--- config.mk ---
export PLATFORM = sky130hd
export DESIGN_NAME = compacting_tracked_list_core
export DESIGN_NICKNAME = d
export VERILOG_FILES = /design/src/rtl/ctl_pkg.sv /design/src/rtl/ctl_cell.sv /design/src/rtl/compacting_tracked_list_core.sv
export VERILOG_INCLUDE_DIRS = /design/src /design/src/rtl
export SDC_FILE = /design/constraint.sdc
export NUM_CORES = 2
export LEC_CHECK = 0
export BUFFER_PORTS_ARGS = -buffer_cell sky130_fd_sc_hd__buf_2
export CELL_PAD_IN_SITES_DETAIL_PLACEMENT = 1
export CELL_PAD_IN_SITES_GLOBAL_PLACEMENT = 2
export CORE_ASPECT_RATIO = 0.8
export CORE_MARGIN = 8
export CORE_UTILIZATION = 43
export CTS_BUF_LIST = sky130_fd_sc_hd__clkbuf_8
export CTS_CLUSTER_SIZE = 20
export DETAILED_ROUTE_END_ITERATION = 10
export HOLD_SLACK_MARGIN = 0.08
export PLACE_DENSITY_LB_ADDON = 0.08
export SYNTH_ARGS = -nofsm -noshare
export SYNTH_HDL_FRONTEND = slang
export SYNTH_SLANG_ARGS = --single-unit
--- constraint.sdc ---
create_clock -name clk -period 5.9 [get_ports clk]
set_input_delay 0.295 -clock clk [delete_from_list [all_inputs] [get_ports clk]]
set_output_delay 0.295 -clock clk [all_outputs]
set_load 0.02 [all_outputs]
--- src/rtl/assert_macros.svh ---
// assertion macros used by compacting_tracked_list_core
`ifndef ASSERT_MACROS_SVH
`define ASSERT_MACROS_SVH

// same-cycle implication, checked out of reset
`define ASSERT_SAME(label, ante, cons) \
  label: assert property (@(posedge clk) disable iff (!rst_n) (ante) |-> (cons)) \
    else $error("assertion failed");

// next-cycle implication, checked out of reset
`define ASSERT_NEXT(label, ante, cons) \
  label: assert property (@(posedge clk) disable iff (!rst_n) (ante) |=> (cons)) \
    else $error("assertion failed");

`endif

--- src/rtl/ctl_pkg.sv ---
// package for the compacting tracked list: constants and transaction types
`timescale 1ns / 1ps
`default_nettype none

package ctl_pkg;

  localparam int CAPACITY  = 24;
  localparam int CNT_W     = $clog2(CAPACITY + 1);
  localparam int HANDLE_W  = 32;
  localparam int OUT_CNT_W = 5;

  localparam logic REQ_APPEND = 1'b0;
  localparam logic REQ_REMOVE = 1'b1;

  typedef struct packed {
    logic                req_type;
    logic [HANDLE_W-1:0] item_handle;
  } in_item_t;

  typedef struct packed {
    logic                 done_res;
    logic [OUT_CNT_W-1:0] entry_count;
  } out_item_t;

  typedef struct packed {
    logic valid;
    logic load;
    logic shift_en;
  } cell_ctl_t;

endpackage

`default_nettype wire

--- src/rtl/ctl_cell.sv ---
// one list slot: holds an entry, matches the handle, shifts down on remove
`timescale 1ns / 1ps
`default_nettype none

module ctl_cell
  import ctl_pkg::*;
(
  input  wire logic                clk,
  input  wire cell_ctl_t           ctl_i,
  input  wire logic [HANDLE_W-1:0] handle_i,
  input  wire logic [HANDLE_W-1:0] upper_i,
  input  wire logic                above_i,
  output logic                     above_o,
  output logic      [HANDLE_W-1:0] entry_o
);

  logic [HANDLE_W-1:0] entry_r;
  logic [HANDLE_W-1:0] entry_nxt;
  logic                match;

  assign match   = ctl_i.valid & (entry_r == handle_i);
  assign above_o = above_i | match;
  assign entry_o = entry_r;

  always_comb begin
    entry_nxt = entry_r;
    if (ctl_i.load) begin
      entry_nxt = handle_i;
    end else if (ctl_i.shift_en & ~above_i) begin
      entry_nxt = upper_i;
    end
  end

  always_ff @(posedge clk) begin
    entry_r <= entry_nxt;
  end

endmodule

`default_nettype wire

--- src/rtl/compacting_tracked_list_core.sv ---
// top level of the compacting tracked list: cell chain, count and result register
//
// channel  direction  payload     handshake
// in_      input      in_item_t   in_valid / in_stall
// out_     output     out_item_t  out_valid / out_stall
//
// one transaction per cycle while in_stall is low; the result shows in the cycle after acceptance
// the match search ripples through the row of 24 cells in the accepting cycle
// reset clears the count and the result valid; entries hold no reset value
// in_stall rises only when a result waits and out_stall is high
`timescale 1ns / 1ps
`default_nettype none

`include "assert_macros.svh"

module compacting_tracked_list_core
  import ctl_pkg::*;
(
  input  wire logic      clk,
  input  wire logic      rst_n,
  input  wire logic      in_valid,
  output logic           in_stall,
  input  wire in_item_t  in_data,
  output logic           out_valid,
  input  wire logic      out_stall,
  output out_item_t      out_data
);

  logic [CNT_W-1:0] count_r;
  logic [CNT_W-1:0] count_nxt;
  logic             out_valid_r;
  logic             out_valid_nxt;
  out_item_t        out_data_r;
  out_item_t        out_data_nxt;

  logic             in_acc;
  logic             app_ok;
  logic             found;
  logic             is_remove;

  logic      [CAPACITY:0]  above;
  logic      [HANDLE_W-1:0] entry [CAPACITY];
  cell_ctl_t [CAPACITY-1:0] cell_ctl;

  assign in_stall  = out_valid_r & out_stall;
  assign in_acc    = in_valid & ~in_stall;
  assign out_valid = out_valid_r;
  assign out_data  = out_data_r;

  assign is_remove = (in_data.req_type == REQ_REMOVE);
  assign app_ok    = in_acc & ~is_remove & (count_r < CNT_W'(CAPACITY));
  assign above[CAPACITY] = 1'b0;
  assign found     = above[0];

  for (genvar i = 0; i < CAPACITY; i++) begin : g_cell
    logic [HANDLE_W-1:0] upper;

    if (i == CAPACITY - 1) begin : g_top
      assign upper = entry[i];
    end else begin : g_mid
      assign upper = entry[i+1];
    end

    assign cell_ctl[i].valid    = (CNT_W'(i) < count_r);
    assign cell_ctl[i].load     = app_ok & (count_r == CNT_W'(i));
    assign cell_ctl[i].shift_en = in_acc & is_remove & found;

    ctl_cell u_cell (
      .clk      (clk),
      .ctl_i    (cell_ctl[i]),
      .handle_i (in_data.item_handle),
      .upper_i  (upper),
      .above_i  (above[i+1]),
      .above_o  (above[i]),
      .entry_o  (entry[i])
    );
  end

  always_comb begin
    count_nxt     = count_r;
    out_valid_nxt = out_valid_r & out_stall;
    out_data_nxt  = out_data_r;
    if (in_acc) begin
      if (app_ok) begin
        count_nxt = count_r + CNT_W'(1);
      end else if (is_remove & found) begin
        count_nxt = count_r - CNT_W'(1);
      end
      out_valid_nxt            = 1'b1;
      out_data_nxt.done_res    = app_ok | (is_remove & found);
      out_data_nxt.entry_count = OUT_CNT_W'(count_nxt);
    end
  end

  always_ff @(posedge clk) begin
    if (!rst_n) begin
      count_r     <= '0;
      out_valid_r <= 1'b0;
    end else begin
      count_r     <= count_nxt;
      out_valid_r <= out_valid_nxt;
    end
    out_data_r <= out_data_nxt;
  end

  `ASSERT_SAME(a_count_bound, 1'b1, count_r <= CNT_W'(CAPACITY))
  `ASSERT_NEXT(a_remove_dec, in_acc && is_remove && found, count_r == $past(count_r) - CNT_W'(1))
  `ASSERT_NEXT(a_append_inc, app_ok, count_r == $past(count_r) + CNT_W'(1) && out_data_r.done_res)
  `ASSERT_NEXT(a_acc_result, in_acc, out_valid_r)

endmodule

`default_nettype wire
# --- Yosys cells after proc, flatten, opt, wreduce, memory -nomap -nowiden ---
# Index checks and enable logic that the tools add are counted.
totals:
  ff_bits: 780
  latch_bits: 0
  mem_bits_rw: 0
  mem_bits_ro: 0
  input_bits: 37
  output_inout_bits: 8
  wordCells: 302
  mem_count: 0
op_classes:
  n_addsub: 2
  multipliers: 0
  div_mod_pow: 0
  n_lt_le_gt_ge: 25
  eq_ne: 47
  shift: 0
  n_mux: 49
  bitwise: 127
  reduce_logical: 24
ops:
  columns: ["cell", "n"]
  rows:
  - ["$mux W32", 46]
  - ["$eq A32 B32 Y1", 24]
  - ["$and A1 B1 Y1", 78]
  - ["$reduce_bool A2 Y1", 23]
  - ["$eq A5 B4 Y1 const B", 8]
  - ["$eq A5 B5 Y1 const B", 8]
  - ["$lt A4 B5 Y1 const A", 8]
  - ["$lt A5 B5 Y1 const A", 8]
  - ["$not A1 Y1", 25]
  - ["$or A1 B1 Y1", 24]
  - ["$eq A5 B3 Y1 const B", 4]
  - ["$lt A3 B5 Y1 const A", 4]
  - ["$eq A5 B2 Y1 const B", 2]
  - ["$lt A1 B5 Y1 const A", 2]
  - ["$lt A2 B5 Y1 const A", 2]
  - ["$mux W5", 2]
  - ["$add A5 B1 Y5 const B", 1]
  - ["$eq A5 B1 Y1 const B", 1]
  - ["$logic_not A5 Y1", 1]
  - ["$lt A5 B5 Y1 const B", 1]
  - ["$sub A5 B1 Y5 const B", 1]
  - ["$mux W1", 1]

# --- Depth between registers and ports, before layout ---
depth:
  word_depth: 29
  ltp_mapped: 14

# --- Modules after synthesis ---
# Synthesis repeated with hierarchy kept, for this count alone.
unflattened:
  cells_unflattened: 2878
  area_unflattened_um2: 41997.8
modules_own_cells:
  columns: ["module", "instances", "cells_each", "area_each_um2", "seq_area_each_um2"]
  rows:
  - ["ctl_cell", 24, 114, 1704.1, 960.9]
  - ["compacting_tracked_list_core", 1, 142, 1098.6, 300.3]

# --- Worst setup path before layout ---
# Ideal clock, no wire load.
synth_path:
  path_type: "flip-flop to flip-flop"
  start: "register g_cell[9].u_cell.entry_r[7]"
  end: "register g_cell[0].u_cell.entry_r[0] (enable)"
  setup_time_ns: 0.470
  t_arrival_ns: 5.422
  slack_ns: 0.008
  path_stages_with_launch: 11
  path_cell_list: "edfxtp_1 > xor2_1 > or4_1 > or4_1 > or4_1 > and4_4 > nand4b_2 > o21ai_2 > or4_1 > buf_2 > o31ai_1"
synth_via:
  elab_chain_cells: 15
  elab_cells_between_ends: 16
synth_lines:
  columns: ["element", "line", "source"]
  rows:
  - ["start, declared", "ctl_cell.sv:17", "logic [HANDLE_W-1:0] entry_r;"]
  - ["start signal, assigned", "ctl_cell.sv:35", "entry_r <= entry_nxt;"]
  - ["$eq A32 B32 Y1 *", "ctl_cell.sv:21", "assign match = ctl_i.valid & (entry_r == handle_i);"]
  - ["$and A1 B1 Y1 *", "ctl_cell.sv:21", null]
  - ["$or A1 B1 Y1 * (9 in a row)", "ctl_cell.sv:22", "assign above_o = above_i | match;"]
  - ["$or A1 B1 Y1", "ctl_cell.sv:22", null]
  - ["$and A1 B1 Y1", null, null]
  - ["$and A1 B1 Y1 *", "ctl_cell.sv:29", "end else if (ctl_i.shift_en & ~above_i) begin"]
  - ["$reduce_bool A2 Y1 (no line) *", null, null]
  - ["end signal, assigned", "ctl_cell.sv:35", null]
  - ["end, declared", "ctl_cell.sv:17", null]
# Every way passes the cells marked *; elsewhere a longest branch is shown, timed or not.
# A chain may end at the register's enable or synchronous reset.

# --- Worst setup path in the final report ---
layout_path:
  start: "register count_r[3]"
  end: "register g_cell[0].u_cell.entry_r[23] (enable)"
layout_via:
  elab_chain_cells: 28
  elab_cells_between_ends: 79
layout_lines:
  columns: ["element", "line", "source"]
  rows:
  - ["start, declared", "compacting_tracked_list_core.sv:29", "logic [CNT_W-1:0] count_r;"]
  - ["start signal, assigned", "compacting_tracked_list_core.sv:100", "count_r <= count_nxt;"]
  - ["$lt A5 B5 Y1", "compacting_tracked_list_core.sv:64", "assign cell_ctl[i].valid = (CNT_W'(i) < count_r);"]
  - ["$and A1 B1 Y1", "ctl_cell.sv:21", null]
  - ["$or A1 B1 Y1 (23 in a row)", "ctl_cell.sv:22", null]
  - ["$and A1 B1 Y1", null, null]
  - ["$and A1 B1 Y1", "ctl_cell.sv:29", null]
  - ["$reduce_bool A2 Y1 (no line) *", null, null]
# Marked as above.

==> run metrics <==
status=finished, final reports clean; Worst Max-Slew Pin Slew=1.30 ns; Clk pin slew, worst setup/hold paths=0.06 ns; DRC viols=0; # rows=105; Main synth FF type=edfxtp_1; number of synthesized flops with an enable pin=774; pre-CTS WS=0.662 ns; core area=103,000 um2; largest net degree at the start of global routing=43; Root Buffer=clkbuf_8; relative slew slack=13.3%; clock buffer depth=3; clock sinks=780; endpoint class of the critical path=flop; Pleak=16.9 nW; critical path type=flop to flop; CTS Buf Count=140; critical path arrival=5.67 ns; CTS resizes=0; 1st-iter DRT viols=3,313; Placed Cells=4,821; startpoint types=flop; vias after detailed routing=30,768; sequential share of power=51.0%; vias in the first global route=31,767; Final nets=3,649; Syn Area/Cell=12.7 um2; worst-path fanout max=32; GRT Overall Usage=28.0%; setup violators final=0; PD cells=239 nW/um2; Synth Register Bits=780; RSZ-0062 raised after global routing=no; Worst EP required=6.38 ns; initial core utilization=43.3%; total grt overflow=0; internal power=8.76 mW; first-pass GRT wire length=235 mm; IO Port Bufs=44; worst setup margin=0.710 ns; Placer Congestion=0.949; post-DP HPWL=118 mm; setup_tns=0 ns; TritonRoute pass-1 iters=5; Storage cell area=23,400 um2; Yosys top cell area share=52.3%; multi-input logic area=20,100 um2; FFs w/ async S/R, synth=0%; Finished Layout Cells=5,099; Yosys top cell by area=edfxtp_1; Ports=45; final hold vios=0; antenna violations before repair=5; Avg WL per Cell=32.3 um; Worst Hold Margin=0.182 ns; die area=114,000 um2; switching share of power=26.2%; Clock Skews=0.0317 ns; Yosys cell types=66; fmax=193 MHz; CTS tree=built; # fillers=10,395; Die X=376 um; Post-Syn Nets=3,535; peak supply drop=0.211 mV; # H-tree levels=4; Clock Power Share=40.7%; max-slew violations=0; logic gate share of total power=8.3%; Final Cycle Share=88.0%; Chip Height=304 um; ANT nets after route=0; clock latency on the worst-skew pair=0.85 ns; Final min period=5.19 ns; number of warnings issued by yosys=0; share of the yosys chip area belonging to registers=52.5%; Vias/cell=6.03; Hold Crit Class=input port to flop; net switching power=3.11 mW; number of max-cap violations=0; Layout Area Growth over Synthesis=11.7%; Cells after Synth=3,493; synth top area cells=edfxtp_1 (52%), mux2_2 (17%), xor2_1 (11%), xnor2_1 (4.1%), nor4_1 (3.1%); Post-Syn Area=44,500 um2; share of cells above drive strength 1=29.3%; DRT Wirelength=165 mm
[power by group through the flow]
stage / clock network, mW / registers [mW] / logic [mW]
global route: 5.17 / 6.05 / 1.03
detailed placement: 0 / 6.17 / 0.942
finish: 4.83 / 6.06 / 0.988
floorplan: 0 / 6.17 / 0.536
global placement: 0 / 6.17 / 0.931
CTS: 4.94 / 6.05 / 0.967
[area by class of cell]
cell class | count | share of cell area (%)
clock buffers | 148 | 4.10
clock inverters | 93 | 0.949
flip-flops and latches | 780 | 47.0
well taps | 1391 | 3.50
diodes | 2 | 0.0101
multi-input cells | 2432 | 40.4
inverters | 14 | 0.106
repair buffers | 239 | 3.95
[path summary, 6_finish.rpt]
path,startpoint,end,slack (ns),depth (start not counted)
worst min-delay path,in_data[9],g_cell[9].u_cell.entry_o[9]$_DFFE_PP_,0.18,2
worst max register to register,count_r[3]$_SDFFE_PN0P_,g_cell[0].u_cell.entry_o[23]$_DFFE_PP_,0.71,10
worst min register to register,g_cell[18].u_cell.entry_o[11]$_DFFE_PP_,g_cell[17].u_cell.entry_o[11]$_DFFE_PP_,0.57,2
worst max-delay path,count_r[3]$_SDFFE_PN0P_,g_cell[0].u_cell.entry_o[23]$_DFFE_PP_,0.71,10
[Yosys cell counts (3+ instances only)]
library cell  count
inv_1            12
clkbuf_1        158
nand4_1         100
o21ai_0          14
nor2_1           59
nand3b_1          5
ha_1              5
xor2_1          566
nand4bb_1         3
nor3b_1           4
nand4b_1         16
or4bb_1           5
o21ai_1           7
a211o_1           4
and4b_1           4
or4_1            34
or3_1             9
and3_1           10
or4b_1            4
a2111oi_0         4
edfxtp_1        774
o21bai_1          6
nand2b_1          7
nor4_1          217
o31ai_1           5
nor4b_1          24
nand2_1         264
buf_1            21
a21oi_1          12
buf_2            86
nor3_1           46
mux2_2          672
xnor2_1         208
a211oi_1          4
or3b_2            4
and4_1            5
nor2b_1          11
nand3_1          62
or2_2             3
dfxtp_1           6
[placed cells by master (no fill, tap or decap), types with 12 or more instances in the layout]
cell type      synthesis  layout
clkbuf_8               0     148
a21oi_1               12      12
edfxtp_1             774     774
inv_1                 12      56
nor4b_1               24      24
nor3_1                46      45
buf_4                  1     176
xnor2_1              208     208
xor2_1               566     566
clkinv_2               0      12
nor4_1               217     217
nand3_1               62      61
dlygate4sd3_1          0      35
or4_1                 34      34
buf_2                 86      18
mux2_2               672     672
nor2_1                59      58
clkinv_1               2      29
nand4b_1              16      16
nand2_1              264     263
nand4_1              100     100
[critical path: stages (launching register included)]
cell and delay [ns]:
dfxtp_1 0.82, nor2b_1 0.69, nand3_1 0.40, and4b_1 0.32, and4_1 0.25, a311oi_1 0.34, buf_4 0.20, nand4_2 0.17
or4_1 0.87, o31ai_4 0.29, buf_4 0.46
[through the flow]
step | instance area (um2) | utilization [%] | total power [mW]
after global placement | 46800 | 45.6 | 7.10
after global routing | 49700 | 48.4 | 12.2
final | 49700 | 48.4 | 11.9
after CTS | 49700 | 48.4 | 12.0
after floorplan | 44500 | - | 6.70
after detailed placement | 46800 | 45.6 | 7.11
[repair_timing]
| action | 4_1_cts | 5_1_grt |
|---|---|---|
| buffers inserted | 0 | 0 |
| hold buffers | 35 | 0 |
| hold endpoints to repair | 75 | 0 |
| endpoints found under the setup margin | 0 | 0 |
[kinds of logic (layout without fill, tap and decap cells)]
logic type      count (synthesis)  count (layout)  synth area share [%]
buf+inv                       281             494                  2.64
xor+xnor                      774             774                  15.2
mux                           673             673                  17.0
other cells                     0               2                     0
simple gates                  905             905                  11.2
compound gates                 75              75                  1.17
fa+ha+maj                       5               5                 0.141
flops                         780             780                  52.5
[sequential cells by signal (all words and copies together) (netlist names)]
signal	count
g_cell.u_cell.entry_o	768
out_data	6
count_r	5
out_valid	1
[per-layer routing]
layer	GRT usage, %	part of all wire, %	up-vias
met5	0	0	-
met4	6.38	1.9	0
met3	4.90	7.5	218
met2	42.0	44	1342
met1	42.1	47	16029
li1	-	-	13179
Power figures use the tool's default switching activity.
